$ cat src/rtl/core/khist_pkg.sv
package khist_pkg;

  localparam int SENSOR_ID_W = 16;
  localparam int CATEGORY_W  = 3;
  localparam int SLOT_W      = 8;
  localparam int LEVEL_W     = 3;
  localparam int TALLY_W     = 32;
  localparam int USED_W      = 9;

  // Input tdata layout.
  localparam int IN_ID_LSB   = 0;
  localparam int IN_CAT_LSB  = IN_ID_LSB + SENSOR_ID_W;
  localparam int IN_SLOT_LSB = IN_CAT_LSB + CATEGORY_W;
  localparam int IN_FIELDS_W = IN_SLOT_LSB + SLOT_W;
  localparam int IN_DATA_W   = ((IN_FIELDS_W + 7) / 8) * 8;

  // Output tdata layout.
  localparam int OUT_ID_LSB    = 0;
  localparam int OUT_LEVEL_LSB = OUT_ID_LSB + SENSOR_ID_W;
  localparam int OUT_TALLY_LSB = OUT_LEVEL_LSB + LEVEL_W;
  localparam int OUT_USED_LSB  = OUT_TALLY_LSB + TALLY_W;
  localparam int OUT_OVF_LSB   = OUT_USED_LSB + USED_W;
  localparam int OUT_FIELDS_W  = OUT_OVF_LSB + 1;
  localparam int OUT_DATA_W    = ((OUT_FIELDS_W + 7) / 8) * 8;

  typedef enum logic [3:0] {
    ST_IDLE,
    ST_SEARCH,
    ST_ALLOC,
    ST_CLEAR,
    ST_INC_RD,
    ST_INC_WR,
    ST_RB_CHK,
    ST_RB_RD,
    ST_RB_LOAD,
    ST_OUT
  } state_e;

  typedef struct packed {
    logic load;
    logic srch;
    logic alloc;
    logic clr;
    logic set_ovf;
    logic inc_rd;
    logic inc_wr;
    logic rb_rd;
    logic rb_load;
    logic rb_empty;
    logic rb_next;
  } cmd_t;

  typedef struct packed {
    logic in_read;
    logic hit;
    logic miss;
    logic full;
    logic cat_ok;
    logic clr_done;
    logic slot_ok;
    logic out_taken;
    logic out_last;
  } status_t;

endpackage

$ cat src/rtl/core/khist_ctrl.sv
module khist_ctrl
  import khist_pkg::*;
(
  input  logic    clk_i,
  input  logic    rst_ni,
  input  logic    in_valid_i,
  output logic    in_ready_o,
  input  status_t status_i,
  output cmd_t    cmd_o
);

  state_e state_q, state_d;

  always_ff @(posedge clk_i or negedge rst_ni) begin
    if (!rst_ni) begin
      state_q <= ST_IDLE;
    end else begin
      state_q <= state_d;
    end
  end

  always_comb begin
    state_d = state_q;
    unique case (state_q)
      ST_IDLE: begin
        if (in_valid_i) begin
          state_d = status_i.in_read ? ST_RB_CHK : ST_SEARCH;
        end
      end
      ST_SEARCH: begin
        if (status_i.hit) begin
          state_d = status_i.cat_ok ? ST_INC_RD : ST_IDLE;
        end else if (status_i.miss) begin
          state_d = status_i.full ? ST_IDLE : ST_ALLOC;
        end
      end
      ST_ALLOC: begin
        state_d = ST_CLEAR;
      end
      ST_CLEAR: begin
        if (status_i.clr_done) begin
          state_d = status_i.cat_ok ? ST_INC_RD : ST_IDLE;
        end
      end
      ST_INC_RD: begin
        state_d = ST_INC_WR;
      end
      ST_INC_WR: begin
        state_d = ST_IDLE;
      end
      ST_RB_CHK: begin
        state_d = status_i.slot_ok ? ST_RB_RD : ST_OUT;
      end
      ST_RB_RD: begin
        state_d = ST_RB_LOAD;
      end
      ST_RB_LOAD: begin
        state_d = ST_OUT;
      end
      ST_OUT: begin
        if (status_i.out_taken) begin
          state_d = status_i.out_last ? ST_IDLE : ST_RB_RD;
        end
      end
      default: begin
        state_d = ST_IDLE;
      end
    endcase
  end

  always_comb begin
    cmd_o      = '0;
    in_ready_o = 1'b0;
    unique case (state_q)
      ST_IDLE: begin
        in_ready_o = 1'b1;
        cmd_o.load = in_valid_i;
      end
      ST_SEARCH: begin
        cmd_o.srch    = 1'b1;
        cmd_o.set_ovf = !status_i.hit && status_i.miss && status_i.full;
      end
      ST_ALLOC: begin
        cmd_o.alloc = 1'b1;
      end
      ST_CLEAR: begin
        cmd_o.clr = 1'b1;
      end
      ST_INC_RD: begin
        cmd_o.inc_rd = 1'b1;
      end
      ST_INC_WR: begin
        cmd_o.inc_wr = 1'b1;
      end
      ST_RB_CHK: begin
        cmd_o.rb_empty = !status_i.slot_ok;
      end
      ST_RB_RD: begin
        cmd_o.rb_rd = 1'b1;
      end
      ST_RB_LOAD: begin
        cmd_o.rb_load = 1'b1;
      end
      ST_OUT: begin
        cmd_o.rb_next = status_i.out_taken && !status_i.out_last;
      end
      default: begin
        cmd_o = '0;
      end
    endcase
  end

endmodule

$ cat config.mk
export PLATFORM = sky130hd
export DESIGN_NAME = khist_ctrl
export DESIGN_NICKNAME = d
export VERILOG_FILES = /design/src/rtl/core/khist_pkg.sv /design/src/rtl/core/khist_ctrl.sv
export SDC_FILE = /design/constraint.sdc
export NUM_CORES = 1
export LEC_CHECK = 0
export BUFFER_PORTS_ARGS = -buffer_cell sky130_fd_sc_hd__buf_4
export CAP_MARGIN = 10
export CORE_AREA = 8 8 45 47
export DETAILED_ROUTE_END_ITERATION = 10
export DIE_AREA = 0 0 53 55
export PLACE_DENSITY = 0.64
export SYNTH_ARGS = -nofsm -noshare
export SYNTH_HDL_FRONTEND = slang
export SYNTH_SLANG_ARGS = --single-unit
$ cat constraint.sdc
create_clock -name clk_i -period 1.6 [get_ports clk_i]
set_input_delay 0.16 -clock clk_i [delete_from_list [all_inputs] [get_ports clk_i]]
set_output_delay 0.16 -clock clk_i [all_outputs]
set_load 0.02 [all_outputs]
==> results of run 1 <==
power breakdown:
part	total, mW	leakage [nW]	switching [mW]	internal (mW)
Combinational	1.17	0.333	0.612	0.557
Sequential	0.169	0.0521	0.0252	0.144
Clock	0.129	0.0138	0.0452	0.0841
worst max-delay path by stage:
stage,startpoint,end,cells after the start
final,state_q[3],cmd_o[6],4
after global routing,state_q[3],state_q[0],6
after CTS,state_q[1],cmd_o[6],4
after detailed placement,state_q[1],state_q[0],4
after global placement,state_q[1],state_q[0],4
after floorplan,state_q[1],cmd_o[10],3
stage by stage:
step,hold slack (ns),instances
2_1_floorplan,-0.136,59
3_3_place_gp,-0.0433,103
3_5_place_dp,-0.0416,103
4_1_cts,0.220,110
5_1_grt,0.266,110
6_report,0.220,110
cell families after synthesis:
family | after synthesis
AO/OA/AOI/OAI | 12
AND/OR/NAND/NOR | 35
flip-flops | 4
buffers and inverters | 8
layer usage:
metal / vias up / part of all wire / global-route usage
li1: 287 / - / -
met5: - / 0 / 0
met3: 7 / 0.074 / 0.0267
met4: 0 / 0.038 / 0.0647
met2: 30 / 0.55 / 0.201
met1: 298 / 0.33 / 0.116
final cells by class:
cell class,count,area (sq um),share of cell area
multi-input combinational,47,377,0.451
clock buffer,3,22.5,0.0269
tap,16,20.0,0.0240
inverter,4,17.5,0.0210
timing repair buffer,36,299,0.358
sequential,4,100,0.120
timing repair:
action                     in CTS  in global routing
hold endpoints to repair        4                  0
gates cloned                    0                  0
setup endpoints to repair       7                 10
setup buffers                   3                  0
resized for setup              14                 13
pin swaps                       5                  5
hold buffers                    1                  0
worst min-delay path: stages:
cell	delay, ns
buf_4	0.08
or4_4	0.12
o21ai_1	0.06
placed cells by master (no fill, tap or decap), types with 2 or more instances in the layout:
| master | instances |
|---|---|
| dfrtp_1 | 4 |
| nor3_2 | 6 |
| and2_1 | 2 |
| buf_4 | 29 |
| o21ai_1 | 3 |
| clkbuf_4 | 3 |
| nor2_1 | 3 |
| and3_1 | 3 |
| nand2_1 | 3 |
| buf_6 | 5 |
| nor4_4 | 2 |
| or3b_2 | 2 |
| inv_1 | 3 |
| nor3_1 | 2 |
==> run_results.csv, run 1 <==
group,metric,value,unit
place,place_congestion,0.845,
timing,finalHoldViolCount,0,
timing,tightest_slew,0.357,ns
critical_path,r2r_start,"state_q[3]",
critical_path,slowest_stage,"or4b_4",
synthesis,synth_compound_area_frac,0.190,
flow_run,maxCapViolCount,0,
timing,worst_slack,-0.113,ns
global_routing,grt_pass1_vias,605,
synthesis,yosys.area_share.simple,0.492,
global_routing,grt_max_degree,15,
critical_path,required,1.44,ns
synthesis,synth.distinct_cells,26,
synthesis,synth.cell_area,414,sq um
hold_path,min_from,"status_i[3]",
drt,vias_per_cell,5.65,
hold_path,min_path_cells,3,
drt,drt_iter0_drc,11,
finish,n_fill_cell,122,
clock_tree,htree_num_levels,1,
timing,slew_viol_final,0,
pwr,p_total,1.47,mW
drt,vias,622,
finish,area_growth,102,%
critical_path,path_cells,"or4b_4 > buf_6 > nor3_2 > buf_4",
timing,clock.fmax,584,MHz
pwr,peakVddDrop,0.000650,V
finish,reg_top3,"state_q (4)",
finish,final_cell_area,836,sq um
floorplan,rows,14,
finish,top_register,"state_q",
critical_path,r2r-end,"state_q[0]",
critical_path,cp_num_buf_inv,2,
global_routing,grt_overflow,0,
global_routing,grt_antenna_before_repair,0,
synthesis,synth_top_family_by_area,"simple AND/OR/NAND/NOR gates",
pwr,p_leak,0.399,nW
place,dp_hpwl,1160,um
global_routing,globalRouteTotalUtil,0.112,
drt,drc_errors,0,
critical_path,r2r_slack,-0.08,ns
place,placed_cell_area,669,sq um
status,status,"finished, violations left",
clock_tree,cts_sinks,4,
timing,final.min_clock_period,1.71,ns
place,preCtsSetupSlack,-0.0532,ns
timing,rsz0062_at_grt,"true",
hold_path,min_path_type,"in2reg",
drt,wire_per_inst,15.7,um
critical_path,path_delay_family,"simple AND/OR/NAND/NOR gates",
critical_path,worstSetupEndpointType,"primary output",
critical_path,critPathLaunchType,"flip-flop",
clock_tree,clk_pin_slew,0.04,ns
floorplan,core_area,1380,sq um
synthesis,synth_seq_area_share,0.242,
finish,largest_register_ffs,4,
synthesis,netlist_instances,59,
floorplan,die_area,2920,sq um
clock_tree,cts-root-buf,"clkbuf_4",
synthesis,yosys.area.top_type,"dfrtp_1",
floorplan,initial_utilization,0.299,
synthesis,synth-seq-cells,4,
synthesis,yosysWarningCount,0,
place,port_buffers,23,
pwr,power_density,1750,nW/um^2
critical_path,max_stage_delay,0.54,ns
hold_path,hold_end,"state_q[1]",
synthesis,synth.most_common_cell,"nor3_1",
synthesis,ys.flop_type,"dfrtp_1",
floorplan,die_y,55,um
synthesis,synth_top_area_share,0.242,
critical_path,cp_max_fo,3,
timing,post-route-period-util,1.07,
drt,antenna_left,0,
critical_path,arrival,1.55,ns
synthesis,synth-edff-count,0,
timing,fin_skew,0.00644,ns
drt,routed_wl,1730,um
drt,dr.pass1.iters,4,
synthesis,yosys.area_share.adder,0,
synthesis,synth_mux_area_frac,0,
status,failed_checks,"negative setup slack",
finish,drive_gt1_frac,0.617,
critical_path,critPathKind,"reg2out",
clock_tree,clock_latency,0.24,ns
critical_path,rr_worst_depth,4,
floorplan,dieWidth,53,um
clock_tree,clock_path_buffers,2,
global_routing,grt_pass1_wl,2500,um
synthesis,synth_fp_nets,71,
clock_tree,cts_buffers,3,
timing,maxSlewHeadroom,0.761,
finish,layout.nets,108,
synthesis,synthTopCellsByArea,"dfrtp_1 (24%), nor3_1 (9.7%), and3_1 (4.5%)",
timing,fin_setup_tns,-0.313,ns
clock_tree,cts_tree,"done",
finish,diodes,0,
synthesis,syn_area_per_cell,7.02,sq um
synthesis,async_flop_share,1.00,
synthesis,synth_xor_area_frac,0,
finish,final_core_util,0.604,
synthesis,synth.top_cells.by_count,"nor3_1 (8), dfrtp_1 (4), inv_1 (4), nand2_1 (4), nor2_1 (4)",
floorplan,ios,24,
timing,finalSetupViolCount,6,
No activity file was read; power rests on OpenSTA's default activity.
==> inputs of run 2 (changes only) <==
BUFFER_PORTS_ARGS = default   (was -buffer_cell sky130_fd_sc_hd__buf_4)
CAP_MARGIN = default   (was 10)
CORE_AREA = 2 2 39 41   (was 8 8 45 47)
DIE_AREA = 0 0 41 43   (was 0 0 53 55)
DONT_BUFFER_PORTS = 1   (was default)
PLACE_DENSITY = 0.48   (was 0.64)
==> run 2 against run 1 <==
Net effect:
- the flow still finishes with violations (negative setup slack)
- worst setup slack got worse by 0.0065 ns
- sequential power decreased by 3%
- highest routed layer is now met3
- wire length decreased by 27%
- count of clock-buffer cells in the layout unchanged
- register-to-register slack improved by 0.04 ns
- sequential share of layout area increased by 2.5 points
- design area decreased by 17%
- clock power decreased by 5%
- core utilization decreased by 10 points
==> run_results.csv, run 2 (synthesized netlist as in run 1, its figures left out) <==
group,metric,value,unit
global_routing,grt_max_degree,13,
clock_tree,cts_tree,"done",
timing,finalSetupViolCount,4,
timing,final.min_clock_period,1.72,ns
critical_path,slowest_stage,"or4b_4",
pwr,p_leak,0.314,nW
flow_run,maxCapViolCount,0,
clock_tree,cts_sinks,4,
timing,finalHoldViolCount,0,
clock_tree,clk_pin_slew,0.03,ns
finish,final_cell_mix,"buf_4 (17), nor3_1 (6), dfrtp_1 (4)",
floorplan,die_area,1760,sq um
timing,post-route-period-util,1.07,
timing,fin_skew,0.00675,ns
timing,fin_setup_tns,-0.192,ns
critical_path,required,1.44,ns
drt,wl_met1,554,um
drt,wl_met3,99,um
floorplan,core_area,1380,sq um
floorplan,die_y,43,um
drt,vias,512,
place,dp_cells,88,
finish,diodes,0,
finish,final_common_cell,"buf_4",
finish,fin_cells,94,
drt,drc_errors,0,
drt,antenna_left,0,
clock_tree,cts-root-buf,"clkbuf_4",
floorplan,rows,14,
finish,layout.nets,92,
clock_tree,clock_latency,0.23,ns
critical_path,max_stage_delay,0.54,ns
timing,rsz0062_at_grt,"true",
timing,worst_slack,-0.120,ns
global_routing,grt_overflow,0,
global_routing,globalRouteTotalUtil,0.162,
clock_tree,clock_path_buffers,2,
finish,top_register,"state_q",
finish,area_growth,66.8,%
drt,routed_wl,1260,um
status,failed_checks,"negative setup slack",
finish,largest_register_ffs,4,
drt,dr_wl_met2,608,um
timing,slew_viol_final,0,
timing,tightest_slew,0.384,ns
status,status,"finished, violations left",
critical_path,arrival,1.56,ns
timing,maxSlewHeadroom,0.743,
global_routing,grt_antenna_before_repair,0,
global_routing,grt_pass1_wl,1970,um
clock_tree,htree_num_levels,1,
hold_path,min_path_type,"in2reg",
floorplan,initial_utilization,0.299,
drt,drt_iter0_drc,13,
pwr,power_density,1940,nW/um^2
critical_path,cp_max_fo,3,
critical_path,path_cells,"or4b_4 > buf_6 > nor3_2 > buf_4",
drt,dr.pass1.iters,4,
critical_path,critPathLaunchType,"flip-flop",
floorplan,ios,24,
place,port_buffers,0,
finish,drive_gt1_frac,0.513,
pwr,peakVddDrop,0.000990,V
timing,clock.fmax,581,MHz
finish,reg_top3,"state_q (4)",
clock_tree,cts_buffers,3,
drt,routed.top_layer,"met3",
critical_path,worstSetupEndpointType,"primary output",
place,dp_hpwl,994,um
critical_path,critPathKind,"reg2out",
floorplan,dieWidth,41,um
drt,vias_per_cell,5.45,
global_routing,grt_pass1_vias,501,
drt,wire_per_inst,13.4,um
place,place_congestion,0.824,
==> run 2: cell count changes in the layout (fill, tap and decap cells not counted), sizes merged <==
cell	change
buf	-16
==> run 2: timing repair <==
action	4_1_cts	5_1_grt
pin swaps	4	5
buffers inserted	2	0
hold buffers	1	0
setup endpoints to repair	5	13
gates resized for setup	10	12
hold endpoints to repair	4	0
==> run 2: layer usage <==
layer	vias to the layer above	GRT usage
met3	0	0.0314
li1	259	-
met5	-	0
met4	0	0.0600
met1	236	0.230
met2	17	0.234
==> run 2: metrics by stage <==
step                power (mW)  hold slack [ns]   util  worst slack [ns]  cell area, sq um
detailed placement        1.00           -0.135  0.402           -0.0518               557
global placement         0.996           -0.135  0.402          -0.00352               557
floorplan                0.710           -0.136      -           -0.0236               425
finish                    1.34            0.164  0.499            -0.120               691
global route              1.45            0.153  0.499            -0.170               691
CTS                       1.23            0.153  0.459            -0.115               636
==> run 2: final cells by class <==
cell class	count	area, sq um
fill	137	693
multi-input combinational	47	373
timing repair buffer	20	160
sequential	4	100
clock buffer	3	22.5
tap	16	20.0
inverter	4	15.0
==> run 2: path summary, 6_finish.rpt <==
| check | cells past startpoint | start | end | slack, ns |
|---|---|---|---|---|
| worst max-delay path | 4 | state_q[2] | cmd_o[6] | -0.12 |
| max in group asynchronous | 1 | rst_ni | state_q[1] | 1.23 |
| worst max register to register | 4 | state_q[2] | state_q[0] | -0.04 |
| worst min-delay path | 2 | status_i[3] | state_q[1] | 0.16 |
| worst min register to register | 3 | state_q[1] | state_q[3] | 0.75 |
| min in group asynchronous | 1 | rst_ni | state_q[3] | 0.20 |
==> run 2: power by group <==
part	leakage, nW	internal [mW]	switching, mW
registers	0.0521	0.144	0.0203
clock network	0.0138	0.0837	0.0383
logic	0.249	0.487	0.567
==> run 2: critical path: cells and delay by family (launching register included) <==
| family | cells | cell delay, ns |
|---|---|---|
| AND/OR/NAND/NOR | 2 | 0.68 |
| flip-flops | 1 | 0.37 |
| buffers and inverters | 2 | 0.29 |
